File: config.mk
export PLATFORM = sky130hd
export DESIGN_NAME = framed_packet_receiver_crc16_unit
export DESIGN_NICKNAME = d
export VERILOG_FILES = /design/src/design/frpc_pkg.sv /design/src/design/frpc_ram.sv /design/src/design/frpc_ctrl.sv /design/src/design/frpc_dp.sv /design/src/design/framed_packet_receiver_crc16_unit.sv
export SDC_FILE = /design/constraint.sdc
export NUM_CORES = 2
export LEC_CHECK = 0
export ABC_CLOCK_PERIOD_IN_PS = 12500
export BUFFER_PORTS_ARGS = -buffer_cell sky130_fd_sc_hd__buf_2
export CAP_MARGIN = 10
export CORE_MARGIN = 3
export CORE_UTILIZATION = 52
export CTS_CLUSTER_DIAMETER = 80
export DETAILED_ROUTE_END_ITERATION = 12
export PLACE_DENSITY = 0.64
export SLEW_MARGIN = 15
export SYNTH_ARGS = -nofsm -noshare
export SYNTH_HDL_FRONTEND = slang
export SYNTH_SLANG_ARGS = --single-unit
File: constraint.sdc
create_clock -name clock -period 12.5 [get_ports clock]
set_input_delay 1.875 -clock clock [delete_from_list [all_inputs] [get_ports clock]]
set_output_delay 1.875 -clock clock [all_outputs]
set_load 0.02 [all_outputs]
File: src/design/frpc_pkg.sv
`timescale 1ns / 1ps
// ----------------------------------------------------------------------------
// frpc_pkg
// Shared types, constants and the CRC-16 step for the framed packet receiver.
// ----------------------------------------------------------------------------
package frpc_pkg;

   // Default payload buffer size in bytes
   localparam int BUFFER_BYTES_DEF = 256;

   // Register reset values
   localparam logic [7:0]  START_BYTE_RST = 8'hA1;
   localparam logic [7:0]  MAX_LENGTH_RST = 8'd200;

   // Reflected CRC-16 start value
   localparam logic [15:0] CRC_INIT = 16'hFFFF;

   // Register indexes on the configuration port (paddr[2])
   localparam logic REG_START_BYTE = 1'b0;
   localparam logic REG_MAX_LENGTH = 1'b1;

   // Receiver controller states
   typedef enum logic [7:0] {
      ST_IDLE    = 8'b0000_0001,
      ST_TYPE    = 8'b0000_0010,
      ST_LEN     = 8'b0000_0100,
      ST_CRC_LO  = 8'b0000_1000,
      ST_CRC_HI  = 8'b0001_0000,
      ST_PAYLOAD = 8'b0010_0000,
      ST_FETCH   = 8'b0100_0000,
      ST_PRESENT = 8'b1000_0000
   } state_type;

   // Commands from controller to datapath
   typedef struct packed {
      logic take_type;
      logic take_len;
      logic take_crc_lo;
      logic take_crc_hi;
      logic take_payload;
      logic start_emit;
      logic fetch;
      logic load_out;
   } ctrl_cmd_type;

   // Status from datapath to controller
   typedef struct packed {
      logic is_start;
      logic len_ok;
      logic len_zero;
      logic last_byte;
      logic hdr_crc_ok;
      logic pay_crc_ok;
      logic out_free;
      logic last_word;
   } dp_status_type;

   // One byte of the reflected CRC-16 (polynomial 0x8408)
   function automatic logic [15:0] crc16_step(input logic [7:0] b, input logic [15:0] crc);
      logic [7:0] x;
      x = b ^ crc[7:0];
      x = x ^ {x[3:0], 4'b0000};
      return {x, crc[15:8]} ^ {12'h000, x[7:4]} ^ {5'b00000, x, 3'b000};
   endfunction

endpackage

File: src/design/frpc_ram.sv
`timescale 1ns / 1ps
// ----------------------------------------------------------------------------
// frpc_ram
// Generic single-write, single-read RAM with registered read data.
// ----------------------------------------------------------------------------
module frpc_ram #(
   parameter int WIDTH  = 64,
   parameter int DEPTH  = 32,
   parameter int ADDR_W = (DEPTH > 1) ? $clog2(DEPTH) : 1
) (
   input  logic              clock,
   input  logic              wr_en,
   input  logic [ADDR_W-1:0] wr_addr,
   input  logic [WIDTH-1:0]  wr_data,
   input  logic              rd_en,
   input  logic [ADDR_W-1:0] rd_addr,
   output logic [WIDTH-1:0]  rd_data
);

   logic [WIDTH-1:0] mem_ff [DEPTH];
   logic [WIDTH-1:0] rd_data_ff;

   // Write port
   always_ff @(posedge clock) begin
      if (wr_en) begin
         mem_ff[wr_addr] <= wr_data;
      end
   end

   // Registered read; hold data when no read is issued
   always_ff @(posedge clock) begin
      if (rd_en) begin
         rd_data_ff <= mem_ff[rd_addr];
      end
   end

   assign rd_data = rd_data_ff;

endmodule

File: src/design/frpc_ctrl.sv
`timescale 1ns / 1ps
// ----------------------------------------------------------------------------
// frpc_ctrl
// Frame parser and readout sequencer for the packet receiver.
// ----------------------------------------------------------------------------
module frpc_ctrl (
   input  logic                   clock,
   input  logic                   reset,
   input  logic                   req_valid,
   output logic                   req_stall,
   input  frpc_pkg::dp_status_type status,
   output frpc_pkg::ctrl_cmd_type  cmd
);
   import frpc_pkg::*;

   state_type state_ff;
   state_type state_in;
   logic      accept;

   // Stall input while reading out a packet
   assign req_stall = (state_ff == ST_FETCH) || (state_ff == ST_PRESENT);
   assign accept    = req_valid && !req_stall;

   // Next state and commands
   always_comb begin
      cmd      = '0;
      state_in = state_ff;
      case (state_ff)
         ST_IDLE: begin
            if (accept && status.is_start) begin
               state_in = ST_TYPE;
            end
         end
         ST_TYPE: begin
            if (accept) begin
               cmd.take_type = 1'b1;
               state_in      = ST_LEN;
            end
         end
         ST_LEN: begin
            if (accept) begin
               if (status.len_ok) begin
                  cmd.take_len = 1'b1;
                  state_in     = ST_CRC_LO;
               end else begin
                  state_in = ST_IDLE;
               end
            end
         end
         ST_CRC_LO: begin
            if (accept) begin
               cmd.take_crc_lo = 1'b1;
               state_in        = ST_CRC_HI;
            end
         end
         ST_CRC_HI: begin
            if (accept) begin
               cmd.take_crc_hi = 1'b1;
               if (!status.len_zero) begin
                  state_in = ST_PAYLOAD;
               end else if (status.hdr_crc_ok) begin
                  cmd.start_emit = 1'b1;
                  state_in       = ST_FETCH;
               end else begin
                  state_in = ST_IDLE;
               end
            end
         end
         ST_PAYLOAD: begin
            if (accept) begin
               cmd.take_payload = 1'b1;
               if (status.last_byte) begin
                  if (status.pay_crc_ok) begin
                     cmd.start_emit = 1'b1;
                     state_in       = ST_FETCH;
                  end else begin
                     state_in = ST_IDLE;
                  end
               end
            end
         end
         ST_FETCH: begin
            cmd.fetch = 1'b1;
            state_in  = ST_PRESENT;
         end
         ST_PRESENT: begin
            if (status.out_free) begin
               cmd.load_out = 1'b1;
               state_in     = status.last_word ? ST_IDLE : ST_FETCH;
            end
         end
         default: begin
            state_in = ST_IDLE;
         end
      endcase
   end

   // State register
   always_ff @(posedge clock) begin
      if (reset) begin
         state_ff <= ST_IDLE;
      end else begin
         state_ff <= state_in;
      end
   end

endmodule

File: src/design/frpc_dp.sv
`timescale 1ns / 1ps
// ----------------------------------------------------------------------------
// frpc_dp
// Header registers, CRC, payload word assembly, buffer and result register.
// ----------------------------------------------------------------------------
module frpc_dp #(
   parameter int BUFFER_BYTES = frpc_pkg::BUFFER_BYTES_DEF
) (
   input  logic                    clock,
   input  logic                    reset,
   input  logic [7:0]              start_byte,
   input  logic [7:0]              max_length,
   input  logic [7:0]              req_rx_byte,
   input  frpc_pkg::ctrl_cmd_type  cmd,
   output frpc_pkg::dp_status_type status,
   output logic                    rsp_valid,
   input  logic                    rsp_stall,
   output logic [7:0]              rsp_packet_type,
   output logic [7:0]              rsp_packet_length,
   output logic [4:0]              rsp_word_index,
   output logic [63:0]             rsp_payload_word,
   output logic [3:0]              rsp_valid_bytes,
   output logic                    rsp_last_word
);
   import frpc_pkg::*;

   localparam int WORDS  = (BUFFER_BYTES + 7) / 8;
   localparam int ADDR_W = (WORDS > 1) ? $clog2(WORDS) : 1;

   logic [7:0]  type_ff;
   logic [7:0]  length_ff;
   logic [15:0] rcv_crc_ff;
   logic [15:0] run_crc_ff, run_crc_in;
   logic [7:0]  count_ff;
   logic [63:0] asm_ff, asm_in;
   logic [4:0]  k_ff;

   logic        rsp_valid_ff;
   logic [7:0]  out_type_ff;
   logic [7:0]  out_length_ff;
   logic [4:0]  out_index_ff;
   logic [63:0] out_word_ff;
   logic [3:0]  out_vb_ff;
   logic        out_last_ff;

   logic [15:0] crc_next;
   logic [7:0]  count_inc;
   logic [63:0] merged;
   logic        wr_en;
   logic [63:0] rd_data;
   logic [7:0]  len_m1;
   logic [4:0]  last_idx;
   logic [8:0]  remain;
   logic [3:0]  vb;

   // CRC over the current byte
   assign crc_next  = crc16_step(req_rx_byte, run_crc_ff);
   assign count_inc = count_ff + 8'd1;

   // Status toward the controller
   assign status.is_start   = (req_rx_byte == start_byte);
   assign status.len_ok     = (req_rx_byte <= max_length)
                              && ({1'b0, req_rx_byte} <= 9'(BUFFER_BYTES));
   assign status.len_zero   = (length_ff == 8'd0);
   assign status.last_byte  = (count_inc == length_ff);
   assign status.hdr_crc_ok = (run_crc_ff == {req_rx_byte, rcv_crc_ff[7:0]});
   assign status.pay_crc_ok = (crc_next == rcv_crc_ff);
   assign status.out_free   = !rsp_valid_ff || !rsp_stall;
   assign status.last_word  = (k_ff == last_idx);

   // Merge the byte into its lane of the word being assembled
   always_comb begin
      merged = asm_ff;
      for (int i = 0; i < 8; i++) begin
         if (count_ff[2:0] == 3'(i)) begin
            merged[8*i +: 8] = req_rx_byte;
         end
      end
   end

   // Write a word when its last lane fills or the payload ends
   assign wr_en  = cmd.take_payload && ((count_ff[2:0] == 3'd7) || status.last_byte);
   assign asm_in = (cmd.take_crc_hi || wr_en) ? 64'd0
                   : (cmd.take_payload ? merged : asm_ff);

   // Running CRC
   always_comb begin
      run_crc_in = run_crc_ff;
      if (cmd.take_type) begin
         run_crc_in = crc16_step(req_rx_byte, CRC_INIT);
      end else if (cmd.take_len || cmd.take_payload) begin
         run_crc_in = crc_next;
      end
   end

   // Header, CRC and payload assembly registers
   always_ff @(posedge clock) begin
      if (cmd.take_type) begin
         type_ff <= req_rx_byte;
      end
      if (cmd.take_len) begin
         length_ff <= req_rx_byte;
      end
      if (cmd.take_crc_lo) begin
         rcv_crc_ff[7:0] <= req_rx_byte;
      end
      if (cmd.take_crc_hi) begin
         rcv_crc_ff[15:8] <= req_rx_byte;
      end
      if (cmd.take_crc_hi) begin
         count_ff <= 8'd0;
      end else if (cmd.take_payload) begin
         count_ff <= count_inc;
      end
      run_crc_ff <= run_crc_in;
      asm_ff     <= asm_in;
   end

   // Payload buffer
   frpc_ram #(
      .WIDTH (64),
      .DEPTH (WORDS),
      .ADDR_W(ADDR_W)
   ) u_ram (
      .clock  (clock),
      .wr_en  (wr_en),
      .wr_addr(count_ff[ADDR_W+2:3]),
      .wr_data(merged),
      .rd_en  (cmd.fetch),
      .rd_addr(k_ff[ADDR_W-1:0]),
      .rd_data(rd_data)
   );

   // Word count and byte count of the word being read out
   assign len_m1   = length_ff - 8'd1;
   assign last_idx = status.len_zero ? 5'd0 : len_m1[7:3];
   assign remain   = {1'b0, length_ff} - {1'b0, k_ff, 3'b000};
   assign vb       = status.len_zero ? 4'd0
                     : ((remain >= 9'd8) ? 4'd8 : remain[3:0]);

   // Readout word index
   always_ff @(posedge clock) begin
      if (reset) begin
         k_ff <= 5'd0;
      end else if (cmd.start_emit) begin
         k_ff <= 5'd0;
      end else if (cmd.load_out) begin
         k_ff <= k_ff + 5'd1;
      end
   end

   // Result register: load on a free slot, drop valid once taken
   always_ff @(posedge clock) begin
      if (reset) begin
         rsp_valid_ff <= 1'b0;
      end else if (cmd.load_out) begin
         rsp_valid_ff <= 1'b1;
      end else if (!rsp_stall) begin
         rsp_valid_ff <= 1'b0;
      end
   end

   always_ff @(posedge clock) begin
      if (cmd.load_out) begin
         out_type_ff   <= type_ff;
         out_length_ff <= length_ff;
         out_index_ff  <= k_ff;
         out_word_ff   <= (vb == 4'd0) ? 64'd0 : rd_data;
         out_vb_ff     <= vb;
         out_last_ff   <= status.last_word;
      end
   end

   assign rsp_valid         = rsp_valid_ff;
   assign rsp_packet_type   = out_type_ff;
   assign rsp_packet_length = out_length_ff;
   assign rsp_word_index    = out_index_ff;
   assign rsp_payload_word  = out_word_ff;
   assign rsp_valid_bytes   = out_vb_ff;
   assign rsp_last_word     = out_last_ff;

endmodule

File: src/design/framed_packet_receiver_crc16_unit.sv
`timescale 1ns / 1ps
// ----------------------------------------------------------------------------
// framed_packet_receiver_crc16_unit
// Byte-stream frame receiver with CRC-16 check and 64-bit word readout.
// ----------------------------------------------------------------------------
// Usage:
//   req_* carries one received byte per transfer. In idle the receiver waits
//   for the start byte; then it takes type, length, CRC low, CRC high and
//   the payload bytes. A length above max_length or the buffer size drops the
//   frame. After the last byte of a frame whose CRC matches, req_stall rises
//   and the packet is read out of the payload RAM, each result word by a RAM
//   read and then a load of the output register, 1 to 32 words; the input
//   stays held until the last word is loaded. rsp_* presents one word per
//   transfer from an output register; the input resumes while the final word
//   still waits. A stalled receiver freezes the readout and the held word.
//   Frames with a bad CRC are dropped silently.
//   Reset returns the parser to idle, empties the output register and loads
//   start_byte 0xA1 and max_length 200; the payload RAM needs no clearing.
//   csr_*: start_byte at address 0, max_length at address 4.
// ----------------------------------------------------------------------------
module framed_packet_receiver_crc16_unit #(
   parameter int BUFFER_BYTES = frpc_pkg::BUFFER_BYTES_DEF
) (
   input  logic        clock,
   input  logic        reset,
   input  logic        req_valid,
   output logic        req_stall,
   input  logic [7:0]  req_rx_byte,
   output logic        rsp_valid,
   input  logic        rsp_stall,
   output logic [7:0]  rsp_packet_type,
   output logic [7:0]  rsp_packet_length,
   output logic [4:0]  rsp_word_index,
   output logic [63:0] rsp_payload_word,
   output logic [3:0]  rsp_valid_bytes,
   output logic        rsp_last_word,
   input  logic        csr_psel,
   input  logic        csr_penable,
   input  logic        csr_pwrite,
   input  logic [2:0]  csr_paddr,
   input  logic [31:0] csr_pwdata,
   output logic [31:0] csr_prdata,
   output logic        csr_pready
);
   import frpc_pkg::*;

   logic [7:0]    start_byte_ff;
   logic [7:0]    max_length_ff;
   logic          csr_wr;
   ctrl_cmd_type  cmd;
   dp_status_type status;

   // Configuration registers
   assign csr_pready = 1'b1;
   assign csr_wr     = csr_psel && csr_penable && csr_pwrite && csr_pready;

   always_ff @(posedge clock) begin
      if (reset) begin
         start_byte_ff <= START_BYTE_RST;
         max_length_ff <= MAX_LENGTH_RST;
      end else if (csr_wr) begin
         if (csr_paddr[2] == REG_START_BYTE) begin
            start_byte_ff <= csr_pwdata[7:0];
         end
         if (csr_paddr[2] == REG_MAX_LENGTH) begin
            max_length_ff <= csr_pwdata[7:0];
         end
      end
   end

   assign csr_prdata = (csr_paddr[2] == REG_MAX_LENGTH) ? {24'd0, max_length_ff}
                                                        : {24'd0, start_byte_ff};

   // Controller
   frpc_ctrl u_ctrl (
      .clock    (clock),
      .reset    (reset),
      .req_valid(req_valid),
      .req_stall(req_stall),
      .status   (status),
      .cmd      (cmd)
   );

   // Datapath
   frpc_dp #(
      .BUFFER_BYTES(BUFFER_BYTES)
   ) u_dp (
      .clock            (clock),
      .reset            (reset),
      .start_byte       (start_byte_ff),
      .max_length       (max_length_ff),
      .req_rx_byte      (req_rx_byte),
      .cmd              (cmd),
      .status           (status),
      .rsp_valid        (rsp_valid),
      .rsp_stall        (rsp_stall),
      .rsp_packet_type  (rsp_packet_type),
      .rsp_packet_length(rsp_packet_length),
      .rsp_word_index   (rsp_word_index),
      .rsp_payload_word (rsp_payload_word),
      .rsp_valid_bytes  (rsp_valid_bytes),
      .rsp_last_word    (rsp_last_word)
   );

endmodule

* Word-level counts from Yosys, hierarchy flattened *
Memories as Yosys holds them, arrays and structs flattened. A register that Yosys moved wholly into a read port is not among the register bits.
Cells that the tools add are included.

storage, ports and cells
  register bits after elaboration = 240
  bits in writable memories = 2048
  input port bits = 50
  output and inout port bits = 125
  logic and storage cells = 136
  memories = 1

memory list
  memory             depth  bits a word  rd ports  clocked after Yosys merged registers in  wr ports  RTL line        text
  u_dp.u_ram.mem_ff  32     64           1         1                                        1         frpc_ram.sv:20  logic [WIDTH-1:0] mem_ff [DEPTH];

operators by class
  $add $sub $neg = 4
  $lt $le $gt $ge = 3
  eq/ne operators = 29
  muxes and demuxes = 50
  bitwise logic cells = 9
  reductions and logical operators = 22

operators by type and width
  operator                                                        number
  2-to-1 mux 8 bit                                                17
  one-hot mux 8 bit (8 select lines)                              1
  equality test 16 bit                                            2
  2-to-1 mux 16 bit                                               2
  XOR 16 x 11 -> 16 bit                                           2
  XOR 16 x 4 -> 16 bit                                            2
  2-to-1 mux 7 bit                                                4
  XOR 8 bit                                                       3
  2-to-1 mux 1 bit                                                20
  equality test 8 bit                                             2
  != test 2 x 1 -> 1 bit, second input constant                   8
  equality test 3 bit, second input constant                      4
  2-to-1 mux 4 bit                                                3
  >= comparator 9 x 4 -> 1 bit, second input constant             1
  less-or-equal comparator 8 x 9 -> 1 bit, second input constant  1
  subtractor 8 x 8 -> 9 bit                                       1
  adder 8 x 1 -> 8 bit, second input constant                     1
  equality test 8 x 1 -> 1 bit, second input constant             1
  equality test 8 x 2 -> 1 bit, second input constant             1
  equality test 8 x 3 -> 1 bit, second input constant             1
  equality test 8 x 4 -> 1 bit, second input constant             1
  equality test 8 x 5 -> 1 bit, second input constant             1
  equality test 8 x 6 -> 1 bit, second input constant             1
  equality test 8 x 7 -> 1 bit, second input constant             1
  other kinds (23)                                                36

* Longest topological paths before layout *
  depth in word-level cells = 12
  depth in mapped cells = 13
  mapped depth without buffers = 9

* Hierarchy *
A second synthesis with hierarchy kept.

second synthesis, totals
  cells, all modules = 4227
  area, all modules = 91843.1 µm²

modules (own cells, without submodules)
  module                             times used  cells an instance  area an instance (µm²)  sequential area each (µm²)
  frpc_ram                           1           3097               79605.1                 63420.8
  frpc_dp                            1           944                10592.7                 5705.5
  framed_packet_receiver_crc16_unit  1           104                994.7                   320.3
  frpc_ctrl                          1           82                 650.6                   160.2

* Worst setup path before layout *
OpenSTA, ideal clock, no wires.

  path kind = in2reg
  start point = in rsp_stall
  end point = reg u_dp.k_ff[4]
  library setup time = 0.122 ns
  arrival = 7.289 ns
  data required time = 12.378 ns
  path slack = 5.089 ns
  cell stages on the path = 4
  path buffers = 0
  path through = a21oi_1 -> nand4_1 -> xnor2_1 -> nor2_1

on the way
  word-level cells in the longest chain between the ends = 4

RTL lines
  element               RTL line                                 text
  from (decl)           framed_packet_receiver_crc16_unit.sv:30  input logic rsp_stall,
  logical NOT 1 bit     frpc_dp.sv:68                            assign status.out_free = !rsp_valid_ff || !rsp_stall;
  logical OR 1 bit      frpc_dp.sv:68
  2-to-1 mux 1 bit      frpc_ctrl.sv:87                          if (status.out_free) begin
  2-to-1 mux 1 bit      frpc_ctrl.sv:28                          case (state_ff)
  to (signal assigned)  frpc_dp.sv:148                           k_ff <= k_ff + 5'd1;
  to (decl)             frpc_dp.sv:36                            logic [4:0] k_ff;

Every way passes these cells.
A chain may end at the register's enable or synchronous reset.

* Final worst setup path *
  start point = reg u_dp.count_ff[0]
  end point = mem u_dp.u_ram.mem_ff[15][45] (enable)

on the way
  word-level cells in the longest chain between the ends = 6
  elaborated cells on any way between the ends = 7
  those cells by class = add/sub (1); eq/ne (2); mux (2); reduce/logical (2)

RTL lines
  element                                   RTL line        text
  from (decl)                               frpc_dp.sv:34   logic [7:0] count_ff;
  from (signal assigned)                    frpc_dp.sv:113  count_ff <= count_inc;
  adder 8 x 1 -> 8 bit                      frpc_dp.sv:58   assign count_inc = count_ff + 8'd1;
  equality test 8 bit                       frpc_dp.sv:65   assign status.last_byte = (count_inc == length_ff);
  logical OR 1 bit *                        frpc_dp.sv:82   assign wr_en = cmd.take_payload && ((count_ff[2:0] == 3'd7) || status.last_byte);
  logical AND 1 bit *                       frpc_dp.sv:82
  2-to-1 mux 1 bit *                        frpc_ram.sv:25  if (wr_en) begin
  2-to-1 mux 1 bit (not written as such) *  frpc_ram.sv:26  mem_ff[wr_addr] <= wr_data;
  to (decl)                                 frpc_ram.sv:20

Every way passes the cells marked *; elsewhere a longest branch is shown, timed or not.

==> results.toml <==
[run_status]
outcome = "finished clean"

[grt]
vias_in_the_first_global_route = 44330
grt_max_degree = 145
global_route.overflow_total = 0
grt_antenna_before_repair = 5
gr-usage-all-layers_pct = 24.95
grt_first_pass_wirelength_um = 320000

[power_and_ir_drop]
ir_drop_mv = 0.1570
switchingPower_uw = 3611
power_leakage_uw = 0.03012
clockPowerShare_pct = 39.5
power_density_nw_per_um2 = 163.0
power.internal_uw = 13000
switching_share_pct = 21.75
power.share.combinational_pct = 5.1
sequentialPowerShare_pct = 55.4

[synth]
ys_seq_elements = 2352
netlist.top_cell.by_area = "edfxtp_1"
post_synth_num_cell_types = 68
yosys-top-cells-area = "edfxtp_1, mux4_2, dfxtp_1"
netlist_area_um2 = 91010
synthesis.yosys.warnings = 0
ys_seq_area_share_pct = 76.48
synth_area_per_cell_um2 = 21.47
synth_async_sr_flop_share_pct = 0
synth-edff-count = 2250
synth.top_cell.area_share_pct = 74.24
synthFlopType = "edfxtp_1"
postSynthCellCount = 4238

[placed_design]
postPlaceCellArea_um2 = 94690
port_buffers = 123
placed_cells_incl_taps = 6549
dpl.hpwl_um = 110100
place_congestion = 0.7582

[timing]
report.final.hold_viol_count = 0
fin_setup_tns_ns = 0
finClkSkew_ns = 0.06078
fmax_ghz = 0.1736
rsz0062_at_grt = "false"
final.min_clock_period_ns = 5.761
final-setup-viol-count = 0
tightestPinTransition_ns = 1.210
timing.max_slew.rel_slack_pct = 19.06
period_share_pct = 46.09
drv_slew = 0

[setup_path]
reg2reg_slack_ns = 6.74
r2r.worst_path.cells = 11
critPathMaxFanout = 27
critPathLaunch = "u_dp.count_ff[0]"
r2r-end = "u_dp.u_ram.mem_ff[15][45]"
setup.worst_path.end_class = "flip-flop"
type_of_element_launching_the_critical_path = "flip-flop"
worstSetupPathType = "reg -> reg"
critPathArrivalTime_ns = 6.23
r2r_start = "u_dp.count_ff[0]"
worst_ep_required_time_ns = 12.97

[clock_tree]
clock-sinks = 2352
ctsRootBufferMaster = "clkbuf_16"
tritoncts = "built"
depth_of_the_cts_h_tree = 4
cts_buffer_depth = 3
cts.clk_slew.worst_paths_ns = 0.06
post_cts_resize_count = 0
cts-hold-fix-buffers = 0
cts_made_buffers = 229
postCtsSetupBuffers = 0
clk_lat_worst_skew_ns = 0.86

[finish]
layout-area-overhead-vs-synth_pct = 11.93
most_frequent_standard_cell_in_the_layout_excluding_fill_and_tap_cells = "edfxtp_1"
layoutNonFillerInstCount = 6983
design_area_um2 = 101900
mostFrequentLayoutCells = "edfxtp_1, mux4_2, nand2_1"
layout.core_utilization_pct = 58.99
drive_gt1_share_pct = 28.16
fillerInstances = 12460
layout.nets = 4541

[routing]
postRouteAntennaNets = 0
vias_per_cell = 6.212
wl_met3_um = 15750
dr_iter_0_viols = 5394
met2RoutedLength_um = 110200
met1Wirelength_um = 90130
via_count = 43380
wl_per_cell_um = 31.67
drt_first_pass_iters = 5
top_layer_used = "met4"
drc_errors = 0
wirelength_um = 221100

[floorplan]
initial_util_pct = 52.70
ios = 175
placement_rows = 152
die_w_um = 424.3
die_y_um = 424.3
core-area_um2 = 172700
die-area_um2 = 180100

[hold_path]
holdCritPathClass = "reg -> reg"
hold_depth = 0
min_delay_worst_endpoint = "u_dp.rsp_packet_type[0]"
worst_hold_startpoint = "u_dp.type_ff[0]"

[run]
cap_violations = 0
kinds of logic after synthesis:
| group | count (synthesis) | synth area share (%) |
|---|---|---|
| AO/OA/AOI/OAI | 140 | 0.9115 |
| XOR/XNOR | 107 | 1.090 |
| adder cells (fa/ha/maj) | 21 | 0.2970 |
| buffers and inverters | 274 | 1.291 |
| flip-flops | 2352 | 76.48 |
| multiplexers | 728 | 16.90 |
| other | 2 | 0.008252 |
| AND/OR/NAND/NOR | 614 | 3.014 |
per-layer routing:
metal,vias up,GRT usage (%)
li1,17800,-
met1,23460,35.64
met2,1804,40.75
met3,311,3.911
met4,0,6.546
met5,-,0
registers in the layout (all words and copies together), names as in the netlist, 16 cells and up:
register / count
u_dp.rcv_crc_ff: 16
u_dp.rsp_payload_word: 64
u_dp.u_ram.mem_ff: 2048
u_dp.u_ram.rd_data: 64
u_dp.run_crc_ff: 16
u_dp.asm_ff: 64
worst max-delay path, stage by stage, from the launching register on:
cell and delay, ns:
dfxtp_1 0.49, ha_1 0.31, ha_1 0.29, xor2_1 0.17, nand2_1 0.06, a2111oi_0 0.38, o2111ai_1 0.37, a21oi_1 0.27
nand3_1 0.68, nor2_4 0.97, buf_4 0.63, buf_4 0.65
power groups by stage:
stage	registers (µW)	logic (µW)	clock network [µW]
after floorplan	9350	543	0
after global placement	9360	790	0
after detailed placement	9370	832	0
after CTS	9200	834	6680
after global routing	9200	926	7010
final	9200	842	6570
worst max-delay path by stage:
| stage | endpoint | slack (ns) | cells past startpoint |
|---|---|---|---|
| CTS | u_dp.u_ram.mem_ff[15][45] | 6.79 | 11 |
| global route | u_dp.u_ram.mem_ff[7][29] | 6.46 | 11 |
| finish | u_dp.u_ram.mem_ff[15][45] | 6.74 | 11 |
| floorplan | u_dp.k_ff[4] | 5.09 | 4 |
| detailed placement | u_dp.u_ram.mem_ff[15][52] | 6.11 | 8 |
| global placement | u_dp.u_ram.mem_ff[15][56] | 6.12 | 8 |
Yosys cell counts (6+ instances only):
| library cell | n |
|---|---|
| dfxtp_1 | 102 |
| nor2_1 | 81 |
| nor2b_1 | 9 |
| nand4_1 | 10 |
| and2_1 | 70 |
| mux2_2 | 71 |
| xnor2_1 | 51 |
| nor3_1 | 10 |
| o21ai_0 | 18 |
| clkbuf_1 | 132 |
| nand3_1 | 15 |
| or3_1 | 6 |
| inv_1 | 24 |
| nor4_1 | 12 |
| edfxtp_1 | 2250 |
| buf_4 | 27 |
| ha_1 | 20 |
| buf_2 | 30 |
| mux4_2 | 640 |
| a21oi_1 | 87 |
| nand2_1 | 370 |
| buf_1 | 59 |
| xor2_1 | 51 |
| mux2i_1 | 17 |
through the flow:
stage	hold slack (ns)	total power, µW	worst slack, ns
global route	0.4220	17140	6.460
finish	0.4197	16610	6.739
global placement	0.4016	10150	6.116
detailed placement	0.4045	10200	6.113
CTS	0.4191	16710	6.786
floorplan	0.4003	9890	5.089
layout make-up:
type / count / area, µm² / share of cell area [%]
sequential: 2352 / 69620 / 68.35
multi-input combinational: 1635 / 20620 / 20.24
clock buffer: 325 / 6334 / 6.217
tap: 2310 / 2890 / 2.837
timing repair buffer: 227 / 1471 / 1.444
clock inverter: 106 / 817.0 / 0.8021
inverter: 25 / 106.4 / 0.1044
antenna: 3 / 7.507 / 0.007370
Power figures use the tool's default switching activity.
